===== src/rtl/stc_pkg.sv =====
// Shared constants, types and register codes for the spike threshold capture block.
`timescale 1ns / 1ps

package stc_pkg;

  localparam int unsigned PreSamples        = 16;
  localparam int unsigned PostSamples       = 32;
  localparam int unsigned RingDepth         = 64;
  localparam int unsigned RefractorySamples = 5;
  localparam int unsigned WindowMax         = 48;
  localparam int unsigned WinLen =
      (PreSamples + PostSamples > WindowMax) ? WindowMax : PreSamples + PostSamples;
  localparam int unsigned RingAw = $clog2(RingDepth);

  localparam logic signed [15:0] ThresholdReset = -16'sd3277;
  localparam logic [15:0]        WindowLenReset = 16'd44100;
  localparam logic [6:0]         CrestReset     = 7'd48;

  // Register indexes on the configuration port.
  localparam logic [2:0] RegThreshold = 3'd0;
  localparam logic [2:0] RegAutoHigh  = 3'd1;
  localparam logic [2:0] RegAutoLow   = 3'd2;
  localparam logic [2:0] RegCrest     = 3'd3;
  localparam logic [2:0] RegWinLen    = 3'd4;
  localparam logic [2:0] RegChannel   = 3'd5;

  typedef struct packed {
    logic               hi_en;
    logic               lo_en;
    logic [6:0]         crest;
    logic [15:0]        win_len;
    logic [5:0]         channel;
    logic               thr_wr;
    logic signed [15:0] thr_val;
  } cfg_t;

  // One classified sample handed from the front end to the back end.
  typedef struct packed {
    logic signed [15:0] sample;
    logic               emit;
    logic [31:0]        frame;
  } qentry_t;

  typedef struct packed {
    logic               start;
    logic signed [32:0] sum;
    logic [46:0]        sumsq;
    logic [15:0]        count;
    logic [6:0]         crest;
    logic               neg;
  } est_req_t;

  typedef struct packed {
    logic               busy;
    logic               done;
    logic signed [15:0] thr;
  } est_rsp_t;

endpackage


===== src/rtl/spike_threshold_capture_core.sv =====
// Top level of the spike threshold capture block: register file and wiring.
`timescale 1ns / 1ps

// Every accepted sample comes back first as a passthrough result (tuser 0);
// a downward crossing of the active threshold, outside the refractory time,
// makes the sample POST_SAMPLES later also return the 48-sample window that
// starts PRE_SAMPLES before the crossing, oldest first, tagged with the
// frame count and channel (tuser 1); tlast marks the final result of each
// input. The front end takes one sample per cycle, while the queue has room,
// into a four-entry queue; the back end sends a passthrough straight from the
// queue and reads each window sample from the history ring through a
// registered read before sending it. When automatic threshold is enabled,
// the sample that closes an estimate window starts an iterative unit
// (32-step multiply, 32-step square root, 39-step divide) and no new sample
// is taken until the new threshold is in place.
// No clearing pass runs after reset; the ring holds per-entry valid bits.

module spike_threshold_capture_core (
  input  logic        clk,
  input  logic        rst,
  // APB-style configuration port
  input  logic        psel,
  input  logic        penable,
  input  logic        pwrite,
  input  logic [4:0]  paddr,
  input  logic [31:0] pwdata,
  output logic [31:0] prdata,
  output logic        pready,
  // Sample input
  input  logic        s_tvalid,
  output logic        s_tready,
  input  logic [15:0] s_tdata,   // [15:0] sample_in
  // Result output
  output logic        m_tvalid,
  input  logic        m_tready,
  output logic [55:0] m_tdata,   // [15:0] out_sample, [47:16] spike_time, [53:48] spike_channel
  output logic [0:0]  m_tuser,   // [0] out_kind
  output logic        m_tlast    // last_of_run
);

  logic signed [15:0] threshold_level;
  logic               auto_high_enable;
  logic               auto_low_enable;
  logic [6:0]         crest_factor_q4;
  logic [15:0]        auto_window_len;
  logic [5:0]         channel_number;

  logic               wr_en;
  logic [2:0]         wr_idx;

  stc_pkg::cfg_t      cfg;
  stc_pkg::qentry_t   q_in;
  stc_pkg::qentry_t   q_out;
  logic               q_push;
  logic               q_pop;
  logic               q_full;
  logic               q_empty;
  stc_pkg::est_req_t  est_req;
  stc_pkg::est_rsp_t  est_rsp;

  assign pready = 1'b1;
  assign wr_en  = psel && penable && pwrite && pready;
  assign wr_idx = paddr[4:2];

  always_ff @(posedge clk) begin
    if (rst) begin
      threshold_level  <= stc_pkg::ThresholdReset;
      auto_high_enable <= 1'b0;
      auto_low_enable  <= 1'b0;
      crest_factor_q4  <= stc_pkg::CrestReset;
      auto_window_len  <= stc_pkg::WindowLenReset;
      channel_number   <= '0;
    end else if (wr_en) begin
      case (wr_idx)
        stc_pkg::RegThreshold: threshold_level  <= pwdata[15:0];
        stc_pkg::RegAutoHigh:  auto_high_enable <= pwdata[0];
        stc_pkg::RegAutoLow:   auto_low_enable  <= pwdata[0];
        stc_pkg::RegCrest:     crest_factor_q4  <= pwdata[6:0];
        stc_pkg::RegWinLen:    auto_window_len  <= pwdata[15:0];
        stc_pkg::RegChannel:   channel_number   <= pwdata[5:0];
        default: ;
      endcase
    end
  end

  always_comb begin
    case (wr_idx)
      stc_pkg::RegThreshold: prdata = {16'b0, threshold_level};
      stc_pkg::RegAutoHigh:  prdata = {31'b0, auto_high_enable};
      stc_pkg::RegAutoLow:   prdata = {31'b0, auto_low_enable};
      stc_pkg::RegCrest:     prdata = {25'b0, crest_factor_q4};
      stc_pkg::RegWinLen:    prdata = {16'b0, auto_window_len};
      stc_pkg::RegChannel:   prdata = {26'b0, channel_number};
      default:               prdata = '0;
    endcase
  end

  // A write of the manual level also reloads the active threshold.
  assign cfg.hi_en   = auto_high_enable;
  assign cfg.lo_en   = auto_low_enable;
  assign cfg.crest   = crest_factor_q4;
  assign cfg.win_len = auto_window_len;
  assign cfg.channel = channel_number;
  assign cfg.thr_wr  = wr_en && (wr_idx == stc_pkg::RegThreshold);
  assign cfg.thr_val = pwdata[15:0];

  stc_front u_front (
    .clk      (clk),
    .rst      (rst),
    .s_tvalid (s_tvalid),
    .s_tready (s_tready),
    .s_tdata  (s_tdata),
    .cfg      (cfg),
    .q_push   (q_push),
    .q_entry  (q_in),
    .q_full   (q_full),
    .est_req  (est_req),
    .est_rsp  (est_rsp)
  );

  stc_estimator u_est (
    .clk (clk),
    .rst (rst),
    .req (est_req),
    .rsp (est_rsp)
  );

  stc_fifo u_fifo (
    .clk   (clk),
    .rst   (rst),
    .push  (q_push),
    .din   (q_in),
    .pop   (q_pop),
    .dout  (q_out),
    .full  (q_full),
    .empty (q_empty)
  );

  stc_back u_back (
    .clk      (clk),
    .rst      (rst),
    .q_entry  (q_out),
    .q_empty  (q_empty),
    .q_pop    (q_pop),
    .channel  (channel_number),
    .m_tvalid (m_tvalid),
    .m_tready (m_tready),
    .m_tdata  (m_tdata),
    .m_tuser  (m_tuser),
    .m_tlast  (m_tlast)
  );

  // The estimator is only started from idle, and no sample enters while
  // it runs.
  a_est_start_idle: assert property (@(posedge clk) disable iff (rst)
    est_req.start |-> !est_rsp.busy) else $error("estimator started while busy");

  a_est_blocks_input: assert property (@(posedge clk) disable iff (rst)
    est_req.start |=> !s_tready) else $error("input taken during estimate");

  a_done_after_busy: assert property (@(posedge clk) disable iff (rst)
    est_rsp.done |-> $past(est_rsp.busy)) else $error("estimate done without run");

  a_no_push_full: assert property (@(posedge clk) disable iff (rst)
    q_push |-> !q_full) else $error("queue overflow");

endmodule


===== src/rtl/stc_fifo.sv =====
// Small request queue between the front end and the back end.
`timescale 1ns / 1ps

module stc_fifo (
  input  logic             clk,
  input  logic             rst,
  input  logic             push,
  input  stc_pkg::qentry_t din,
  input  logic             pop,
  output stc_pkg::qentry_t dout,
  output logic             full,
  output logic             empty
);

  stc_pkg::qentry_t slots [4];
  logic [1:0] wr_ptr;
  logic [1:0] rd_ptr;
  logic [2:0] count;

  always_ff @(posedge clk) begin
    if (rst) begin
      wr_ptr <= '0;
      rd_ptr <= '0;
      count  <= '0;
    end else begin
      if (push) wr_ptr <= wr_ptr + 2'd1;
      if (pop)  rd_ptr <= rd_ptr + 2'd1;
      count <= count + {2'b0, push} - {2'b0, pop};
    end
  end

  always_ff @(posedge clk) begin
    if (push) slots[wr_ptr] <= din;
  end

  assign dout  = slots[rd_ptr];
  assign full  = (count == 3'd4);
  assign empty = (count == 3'd0);

endmodule


===== src/rtl/stc_estimator.sv =====
// Multi-cycle unit that turns the window sums into a crest-scaled threshold.
`timescale 1ns / 1ps

module stc_estimator (
  input  logic               clk,
  input  logic               rst,
  input  stc_pkg::est_req_t  req,
  output stc_pkg::est_rsp_t  rsp
);

  localparam logic [2:0] S_IDLE  = 3'd0;
  localparam logic [2:0] S_MUL   = 3'd1;
  localparam logic [2:0] S_SUB   = 3'd2;
  localparam logic [2:0] S_SQRT  = 3'd3;
  localparam logic [2:0] S_SCALE = 3'd4;
  localparam logic [2:0] S_DIV   = 3'd5;
  localparam logic [2:0] S_DONE  = 3'd6;

  logic [2:0]  state;
  logic [5:0]  step;
  logic [15:0] n_sh;
  logic [31:0] mag_sh;
  logic [63:0] sq_add;
  logic [63:0] mg_add;
  logic [63:0] ns_acc;
  logic [63:0] s2_acc;
  logic [63:0] v;
  logic [63:0] res;
  logic [63:0] bitv;
  logic [15:0] n_keep;
  logic [6:0]  crest;
  logic        neg;
  logic [38:0] quo;
  logic [20:0] rem;
  logic signed [15:0] thr;
  logic        done;

  logic [31:0] mag_in;
  logic [63:0] sqrt_try;
  logic [20:0] rem_sh;
  logic [19:0] den;

  assign mag_in   = req.sum[32] ? 32'(-req.sum) : req.sum[31:0];
  assign sqrt_try = res + bitv;
  assign rem_sh   = {rem[19:0], quo[38]};
  assign den      = {n_keep, 4'b0};

  always_ff @(posedge clk) begin
    if (rst) begin
      state <= S_IDLE;
      done  <= 1'b0;
    end else begin
      done <= 1'b0;
      unique case (state)
        S_IDLE: if (req.start) state <= S_MUL;
        S_MUL:  if (step == 6'd31) state <= S_SUB;
        S_SUB:  state <= S_SQRT;
        S_SQRT: if (step == 6'd31) state <= S_SCALE;
        S_SCALE: state <= S_DIV;
        S_DIV: if (step == 6'd38) state <= S_DONE;
        S_DONE: begin
          state <= S_IDLE;
          done  <= 1'b1;
        end
        default: state <= S_IDLE;
      endcase
    end
  end

  always_ff @(posedge clk) begin
    unique case (state)
      S_IDLE: begin
        step   <= '0;
        n_sh   <= req.count;
        n_keep <= req.count;
        mag_sh <= mag_in;
        sq_add <= {17'b0, req.sumsq};
        mg_add <= {32'b0, mag_in};
        ns_acc <= '0;
        s2_acc <= '0;
        crest  <= req.crest;
        neg    <= req.neg;
      end
      S_MUL: begin
        if (n_sh[0])   ns_acc <= ns_acc + sq_add;
        if (mag_sh[0]) s2_acc <= s2_acc + mg_add;
        n_sh   <= n_sh >> 1;
        mag_sh <= mag_sh >> 1;
        sq_add <= sq_add << 1;
        mg_add <= mg_add << 1;
        step   <= (step == 6'd31) ? 6'd0 : step + 6'd1;
      end
      S_SUB: begin
        v    <= (ns_acc >= s2_acc) ? ns_acc - s2_acc : 64'd0;
        res  <= '0;
        bitv <= 64'h4000_0000_0000_0000;
      end
      S_SQRT: begin
        if (v >= sqrt_try) begin
          v   <= v - sqrt_try;
          res <= (res >> 1) + bitv;
        end else begin
          res <= res >> 1;
        end
        bitv <= bitv >> 2;
        step <= (step == 6'd31) ? 6'd0 : step + 6'd1;
      end
      S_SCALE: begin
        // Rounded crest * std: (crest * r + 8n) / (16n).
        quo <= 39'(crest) * 39'(res[31:0]) + {20'b0, n_keep, 3'b0};
        rem <= '0;
      end
      S_DIV: begin
        if (rem_sh >= {1'b0, den}) begin
          rem <= rem_sh - {1'b0, den};
          quo <= {quo[37:0], 1'b1};
        end else begin
          rem <= rem_sh;
          quo <= {quo[37:0], 1'b0};
        end
        step <= step + 6'd1;
      end
      S_DONE: begin
        if (neg) thr <= (quo > 39'd32768) ? -16'sd32768 : 16'(-quo);
        else     thr <= (quo > 39'd32767) ? 16'sd32767 : 16'(quo);
      end
      default: step <= '0;
    endcase
  end

  assign rsp.busy = (state != S_IDLE);
  assign rsp.done = done;
  assign rsp.thr  = thr;

endmodule


===== src/rtl/stc_front.sv =====
// Front end: accepts samples, runs the crossing detector and the window sums.
`timescale 1ns / 1ps

module stc_front (
  input  logic               clk,
  input  logic               rst,
  input  logic               s_tvalid,
  output logic               s_tready,
  input  logic [15:0]        s_tdata,
  input  stc_pkg::cfg_t      cfg,
  output logic               q_push,
  output stc_pkg::qentry_t   q_entry,
  input  logic               q_full,
  output stc_pkg::est_req_t  est_req,
  input  stc_pkg::est_rsp_t  est_rsp
);

  logic signed [15:0] prev;
  logic               pend_armed;
  logic [5:0]         pend_cnt;
  logic [2:0]         refr;
  logic [31:0]        frame;
  logic signed [15:0] thr;
  logic               auto_armed;
  logic [15:0]        auto_rem;
  logic [15:0]        auto_cnt;
  logic signed [32:0] run_sum;
  logic [46:0]        run_sq;
  logic [6:0]         lat_crest;
  logic               lat_neg;

  logic               accept;
  logic signed [15:0] x;
  logic               arm_now;
  logic               armed0;
  logic [15:0]        rem0, rem1, cnt0, cnt1;
  logic signed [32:0] sum0, sum1;
  logic [46:0]        sq0, sq1;
  logic signed [31:0] xx;
  logic               add_now;
  logic               finish;
  logic               emit;

  assign x        = s_tdata;
  // The cycle that carries a finished estimate still holds the old threshold.
  assign s_tready = !q_full && !est_rsp.busy && !est_rsp.done;
  assign accept   = s_tvalid && s_tready;
  assign xx       = x * x;

  always_comb begin
    arm_now = !auto_armed && (cfg.hi_en || cfg.lo_en);
    armed0  = auto_armed || arm_now;
    rem0    = arm_now ? cfg.win_len : auto_rem;
    cnt0    = arm_now ? 16'd0 : auto_cnt;
    sum0    = arm_now ? 33'sd0 : run_sum;
    sq0     = arm_now ? 47'd0 : run_sq;
    add_now = armed0 && (rem0 != 16'd0);
    rem1    = add_now ? rem0 - 16'd1 : rem0;
    cnt1    = add_now ? cnt0 + 16'd1 : cnt0;
    sum1    = add_now ? sum0 + 33'(x) : sum0;
    sq1     = add_now ? sq0 + {15'b0, xx[31:0]} : sq0;
    finish  = armed0 && (rem1 == 16'd0);
    emit    = pend_armed && (pend_cnt == 6'd0);
  end

  always_ff @(posedge clk) begin
    if (rst) begin
      prev       <= '0;
      pend_armed <= 1'b0;
      pend_cnt   <= '0;
      refr       <= '0;
      frame      <= '0;
      thr        <= stc_pkg::ThresholdReset;
      auto_armed <= 1'b0;
      auto_rem   <= '0;
      auto_cnt   <= '0;
      run_sum    <= '0;
      run_sq     <= '0;
      lat_crest  <= '0;
      lat_neg    <= 1'b0;
    end else begin
      if (cfg.thr_wr) thr <= cfg.thr_val;
      else if (est_rsp.done) thr <= est_rsp.thr;
      if (accept) begin
        auto_armed <= armed0 && !finish;
        auto_rem   <= rem1;
        auto_cnt   <= cnt1;
        run_sum    <= sum1;
        run_sq     <= sq1;
        if (arm_now) begin
          lat_crest <= cfg.crest;
          lat_neg   <= cfg.lo_en;
        end
        priority if (pend_armed && pend_cnt != 6'd0) begin
          pend_cnt <= pend_cnt - 6'd1;
        end else if (emit) begin
          pend_armed <= 1'b0;
          refr       <= 3'(stc_pkg::RefractorySamples);
        end else if (refr != 3'd0) begin
          refr <= refr - 3'd1;
        end else if (prev > thr && x < thr) begin
          pend_armed <= 1'b1;
          pend_cnt   <= 6'(stc_pkg::PostSamples - 1);
        end
        frame <= frame + 32'd1;
        prev  <= x;
      end
    end
  end

  assign q_push         = accept;
  assign q_entry.sample = x;
  assign q_entry.emit   = emit;
  assign q_entry.frame  = frame;

  // The request carries the sums with the closing sample already added, taken
  // straight from the adders; the estimator latches them as it starts.
  assign est_req.start = accept && finish && (cnt1 != 16'd0);
  assign est_req.sum   = sum1;
  assign est_req.sumsq = sq1;
  assign est_req.count = cnt1;
  assign est_req.crest = arm_now ? cfg.crest : lat_crest;
  assign est_req.neg   = arm_now ? cfg.lo_en : lat_neg;

endmodule


===== src/rtl/stc_back.sv =====
// Back end: history ring, passthrough output and spike window readout.
`timescale 1ns / 1ps

module stc_back (
  input  logic             clk,
  input  logic             rst,
  input  stc_pkg::qentry_t q_entry,
  input  logic             q_empty,
  output logic             q_pop,
  input  logic [5:0]       channel,
  output logic             m_tvalid,
  input  logic             m_tready,
  output logic [55:0]      m_tdata,
  output logic [0:0]       m_tuser,
  output logic             m_tlast
);

  localparam logic [1:0] S_IDLE = 2'd0;
  localparam logic [1:0] S_RD   = 2'd1;
  localparam logic [1:0] S_SEND = 2'd2;

  logic [15:0] ring [stc_pkg::RingDepth];
  logic [stc_pkg::RingDepth-1:0] ring_valid;
  logic [15:0] rd_data;
  logic        rd_valid;

  logic [1:0]  state;
  logic [5:0]  idx;
  logic [stc_pkg::RingAw-1:0] base;
  logic [31:0] win_time;

  logic               o_kind;
  logic signed [15:0] o_sample;
  logic [31:0]        o_time;
  logic [5:0]         o_chan;
  logic               o_last;

  logic        out_free;
  logic [stc_pkg::RingAw-1:0] raddr;
  logic [stc_pkg::RingAw-1:0] waddr;
  logic        idx_last;

  assign out_free = !m_tvalid || m_tready;
  assign q_pop    = (state == S_IDLE) && !q_empty && out_free;
  assign raddr    = base + idx[stc_pkg::RingAw-1:0];
  assign waddr    = q_entry.frame[stc_pkg::RingAw-1:0];
  assign idx_last = (idx == 6'(stc_pkg::WinLen - 1));

  always_ff @(posedge clk) begin
    if (q_pop) ring[waddr] <= q_entry.sample;
    if (state == S_RD) rd_data <= ring[raddr];
  end

  always_ff @(posedge clk) begin
    if (rst) begin
      ring_valid <= '0;
      rd_valid   <= 1'b0;
    end else begin
      if (q_pop) ring_valid[waddr] <= 1'b1;
      if (state == S_RD) rd_valid <= ring_valid[raddr];
    end
  end

  always_ff @(posedge clk) begin
    if (rst) begin
      state    <= S_IDLE;
      m_tvalid <= 1'b0;
      idx      <= '0;
    end else begin
      unique case (state)
        S_IDLE: begin
          if (q_pop) begin
            m_tvalid <= 1'b1;
            idx      <= '0;
            if (q_entry.emit) state <= S_RD;
          end else if (m_tready) begin
            m_tvalid <= 1'b0;
          end
        end
        S_RD: begin
          state <= S_SEND;
          if (m_tready) m_tvalid <= 1'b0;
        end
        S_SEND: begin
          if (out_free) begin
            m_tvalid <= 1'b1;
            idx      <= idx + 6'd1;
            state    <= idx_last ? S_IDLE : S_RD;
          end
        end
        default: begin
          state    <= S_IDLE;
          m_tvalid <= 1'b0;
        end
      endcase
    end
  end

  always_ff @(posedge clk) begin
    if (q_pop) begin
      o_kind   <= 1'b0;
      o_sample <= q_entry.sample;
      o_time   <= '0;
      o_chan   <= '0;
      o_last   <= !q_entry.emit;
      base     <= waddr - stc_pkg::RingAw'(stc_pkg::WinLen);
      win_time <= q_entry.frame;
    end else if (state == S_SEND && out_free) begin
      o_kind   <= 1'b1;
      o_sample <= rd_valid ? rd_data : 16'd0;
      o_time   <= win_time;
      o_chan   <= channel;
      o_last   <= idx_last;
    end
  end

  assign m_tdata = {2'b0, o_chan, o_time, o_sample};
  assign m_tuser = o_kind;
  assign m_tlast = o_last;

endmodule


===== config.mk =====
export PLATFORM = sky130hd
export DESIGN_NAME = spike_threshold_capture_core
export DESIGN_NICKNAME = d
export VERILOG_FILES = /design/src/rtl/stc_pkg.sv /design/src/rtl/spike_threshold_capture_core.sv /design/src/rtl/stc_fifo.sv /design/src/rtl/stc_estimator.sv /design/src/rtl/stc_front.sv /design/src/rtl/stc_back.sv
export SDC_FILE = /design/constraint.sdc
export NUM_CORES = 2
export LEC_CHECK = 0
export ABC_AREA = 0
export BUFFER_PORTS_ARGS = -buffer_cell sky130_fd_sc_hd__buf_2
export CAP_MARGIN = 10
export CORE_ASPECT_RATIO = 0.9
export CORE_MARGIN = 3
export CORE_UTILIZATION = 40
export CTS_BUF_LIST = sky130_fd_sc_hd__clkbuf_8
export DETAILED_ROUTE_END_ITERATION = 16
export HOLD_SLACK_MARGIN = 0.02
export SYNTH_ARGS = -nofsm -noshare
export SYNTH_HDL_FRONTEND = slang
export SYNTH_SLANG_ARGS = --single-unit

===== constraint.sdc =====
create_clock -name clk -period 22 [get_ports clk]
set_clock_uncertainty 0.2 [all_clocks]
set_input_delay 1.1 -clock clk [delete_from_list [all_inputs] [get_ports clk]]
set_output_delay 1.1 -clock clk [all_outputs]
set_load 0.05 [all_outputs]

==> impl_summary.txt <==
----------------------------------------------------
[Setup path]
  Endpoint type of the worst setup path ... flop
  Critical Path Source Type ... input port
  Maximum net fanout on the critical path ... 18
  Critical-path cell with the highest stage delay ... sky130_fd_sc_hd__clkinv_1
  Kind of critical path ... in -> reg
  CP max stage delay ... 0.90 ns
  Data required time of the worst path ... 22.51 ns
  Arr. time, crit path ... 10.93 ns

[Status]
  Result of the run ... complete, no violations

[Cells and area]
  Post-route cell area ... 141000 µm²
  Non-Filler Instances ... 15.8k
  Share of cells above drive strength 1 ... 11.5%
  Multi-input logic area ... 60000 µm²
  Flip-flop and latch area ... 63100 µm²
  Net count, final ... 12.3k
  Filler cells ... 29.2k
  Relative area change from synthesis to final layout ... 10.0%

[Global routing]
  Grt total ovfl ... 0
  First-pass GRT wire length ... 529000 µm
  Number of global-route vias before repair ... 88.2k
  Number of antenna violations at the first check in global routing ... 11
  Pin count of the biggest net entering global routing ... 139
  Global-route usage over all layers ... 20.8%

[Clock tree]
  CTS root buf ... sky130_fd_sc_hd__clkbuf_8
  Total clock buffers created by CTS ... 371
  Clock net sink count ... 2224
  Clock transition at path regs ... 0.06 ns
  Latest clock arrival within the worst-skew pair ... 1.08 ns
  TritonCTS clock tree ... yes
  Number of instances resized during post-cts repair ... 0
  CTS Buffer Depth ... 4
  CTS H-tree depth ... 5

[Detailed routing]
  Via total after detailed routing ... 87.5k
  Vias per Instance ... 5.54
  Final WL ... 347000 µm
  Average wire per cell in the routed design ... 22.0 µm
  ANT nets after route ... 0
  Router iterations before antenna repair ... 6
  Number of remaining DRC errors ... 0
  Initial DRC count ... 7687

[Place]
  Number of placed cells counting well taps ... 15.0k
  Port-buffer cells ... 115
  Placer's final routability congestion estimate ... 0.897
  Placed wire-length estimate after detailed placement ... 239000 µm
  Total cell area at the placement stage ... 133000 µm²

[Logic synthesis]
  Number of distinct standard cells referenced by the synthesized netlist ... 99
  Proportion of synthesized chip area in sequential cells ... 49.4%
  Count of flip-flops with a built-in enable after synthesis ... 1856
  Share of async-settable or async-resettable flops after synthesis ... 0%
  Library cell with the largest summed area after synthesis ... sky130_fd_sc_hd__edfxtp_1
  Post-synth top flop ... sky130_fd_sc_hd__edfxtp_1
  Gate Count Post-Synth ... 11.0k
  Share of Yosys cell area claimed by the top area cell type ... 43.6%
  Syn Area/Cell ... 11.6 µm²
  Warning count from the yosys run ... 0
  Total of flip-flops plus latches after synthesis ... 2224
  List of most frequent post-synthesis cells ... sky130_fd_sc_hd__edfxtp_1, sky130_fd_sc_hd__nand2_1, sky130_fd_sc_hd__nor2_1
  Ranking of synthesized cells by area ... sky130_fd_sc_hd__edfxtp_1, sky130_fd_sc_hd__mux4_2, sky130_fd_sc_hd__fa_1
  Cell Area, Synth ... 128000 µm²
  Leading cell type by number of instances after synthesis ... sky130_fd_sc_hd__edfxtp_1

[Floorplan]
  Starting Density ... 40.3%
  Height of the die ... 542 µm
  Horizontal die dimension ... 602 µm
  Row count ... 196
  Die Area ... 326000 µm²
  Core ar. ... 317000 µm²
  Top-level port count ... 153

[Timing]
  Worst hold slack ... 0.163 ns
  Worst Max-Slew Pin Slew ... 1.22 ns
  Fraction of the cycle the final worst path needs ... 47.3%
  Highest Clock Rate ... 0.0960 GHz
  Total count of max-transition violations in the final report ... 0
  Unrepaired setup endpoints after global routing ... false
  Time the final worst path needs with I/O delays and setup ... 10.42 ns
  Number of hold violations in the final report ... 0
  Accumulated negative setup slack ... 0 ns
  Relative slew slack ... 18.8%
  Final number of setup-violating endpoints ... 0

[Pwr]
  Leakage power total ... 55.0 nW
  Highest ir drop seen on vdd ... 0.285 mV
  Power per cell area ... 133 nW/µm²
  Sum of internal, switching and leakage power ... 0.0187 W

[Hold path]
  HP Class ... in -> reg

[Run]
  Number of violations of the max-capacitance limit ... 0

----------------------------------------------------
==> power by group <==
| group | leakage [nW] | switching, W | internal [W] | total [W] |
|---|---|---|---|---|
| sequential | 20.7 | 0.000174 | 0.00533 | 0.00551 |
| combinational | 30.2 | 0.00586 | 0.00374 | 0.00960 |
| clock | 4.13 | 0.00176 | 0.00181 | 0.00357 |
| total | 55.0 | 0.00779 | 0.0109 | 0.0187 |
==> through the flow <==
| stage | setup slack [ns] | utilization [%] |
|---|---|---|
| floorplan | 11.40 | - |
| global placement | 10.68 | 42.0 |
| detailed placement | 10.58 | 42.0 |
| CTS | 11.66 | 44.2 |
| global route | 11.19 | 44.3 |
| finish | 11.58 | 44.3 |
==> per-layer routing <==
layer	track usage, %	vias up	wire length [µm]
met5	0	-	0
met4	9.61	0	16900
met3	2.31	581	17700
met2	33.9	2633	162000
met1	27.9	43900	150000
li1	-	40400	-
==> cell families after synthesis <==
kind of cell / share of synthesized area, %
adder cells (fa/ha/maj): 12.5
other: 0.00588
AO/OA/AOI/OAI: 10.8
XOR/XNOR: 3.91
multiplexers: 7.84
buffers and inverters: 3.83
flip-flops: 49.4
AND/OR/NAND/NOR: 11.7
==> final timing paths <==
| path | startpoint | end | slack [ns] | cells after the start |
|---|---|---|---|---|
| hold / removal | pwdata[5] | auto_window_len[5] | 0.16 | 3 |
| setup / recovery | s_tdata[15] | u_est.sq_add[42] | 11.58 | 32 |
| hold reg to reg | u_back.o_time[15] | u_back.o_time[15] | 0.25 | 2 |
| setup reg to reg | u_est.res[2] | u_est.v[13] | 13.26 | 22 |
==> what timing repair did <==
| item | CTS | global route |
|---|---|---|
| setup buffers | 0 | 0 |
| hold buffers | 8 | 0 |
| endpoints found under the hold margin | 8 | 0 |
==> registers in the layout (all words and copies together) (netlist names), 33 cells and up, named ones only <==
name	flops
u_est.res	64
u_est.v	64
u_front.run_sum	33
u_est.ns_acc	64
u_est.mg_add	64
u_est.s2_acc	64
u_est.quo	39
u_back.ring_valid	64
u_fifo.slots	196
u_front.run_sq	47
u_back.ring	1024
u_est.sq_add	64
==> final cells by class <==
type	instances	share of cell area (%)
Clock inverter	288	1.14
Timing Repair Buffer	296	1.44
Tap cell	4257	3.79
Sequential cell	2224	44.9
Inverter	747	2.01
Antenna cell	45	0.0801
Clock buffer	404	3.96
Multi-Input combinational cell	7532	42.7
==> worst max-delay path, delay by kind of cell <==
kind,cells,cell delay [ns]
AO/OA/AOI/OAI,12,3.13
XOR/XNOR,3,0.48
adder cells (fa/ha/maj),8,3.48
buffers and inverters,4,1.39
AND/OR/NAND/NOR,5,1.30
==> cell usage in the layout, fill, tap and decap left out, types with 291 or more instances in the layout <==
master                        n
sky130_fd_sc_hd__dfxtp_1    365
sky130_fd_sc_hd__nand2_1   1049
sky130_fd_sc_hd__nor2_1     919
sky130_fd_sc_hd__fa_1       412
sky130_fd_sc_hd__ha_1       613
sky130_fd_sc_hd__edfxtp_1  1856
sky130_fd_sc_hd__a21oi_1    687
sky130_fd_sc_hd__a21o_1     306
sky130_fd_sc_hd__clkbuf_8   404
sky130_fd_sc_hd__mux4_2     389
sky130_fd_sc_hd__xor2_1     291
sky130_fd_sc_hd__inv_1      866
sky130_fd_sc_hd__o21ai_0    400
Power figures use the tool's default switching activity.
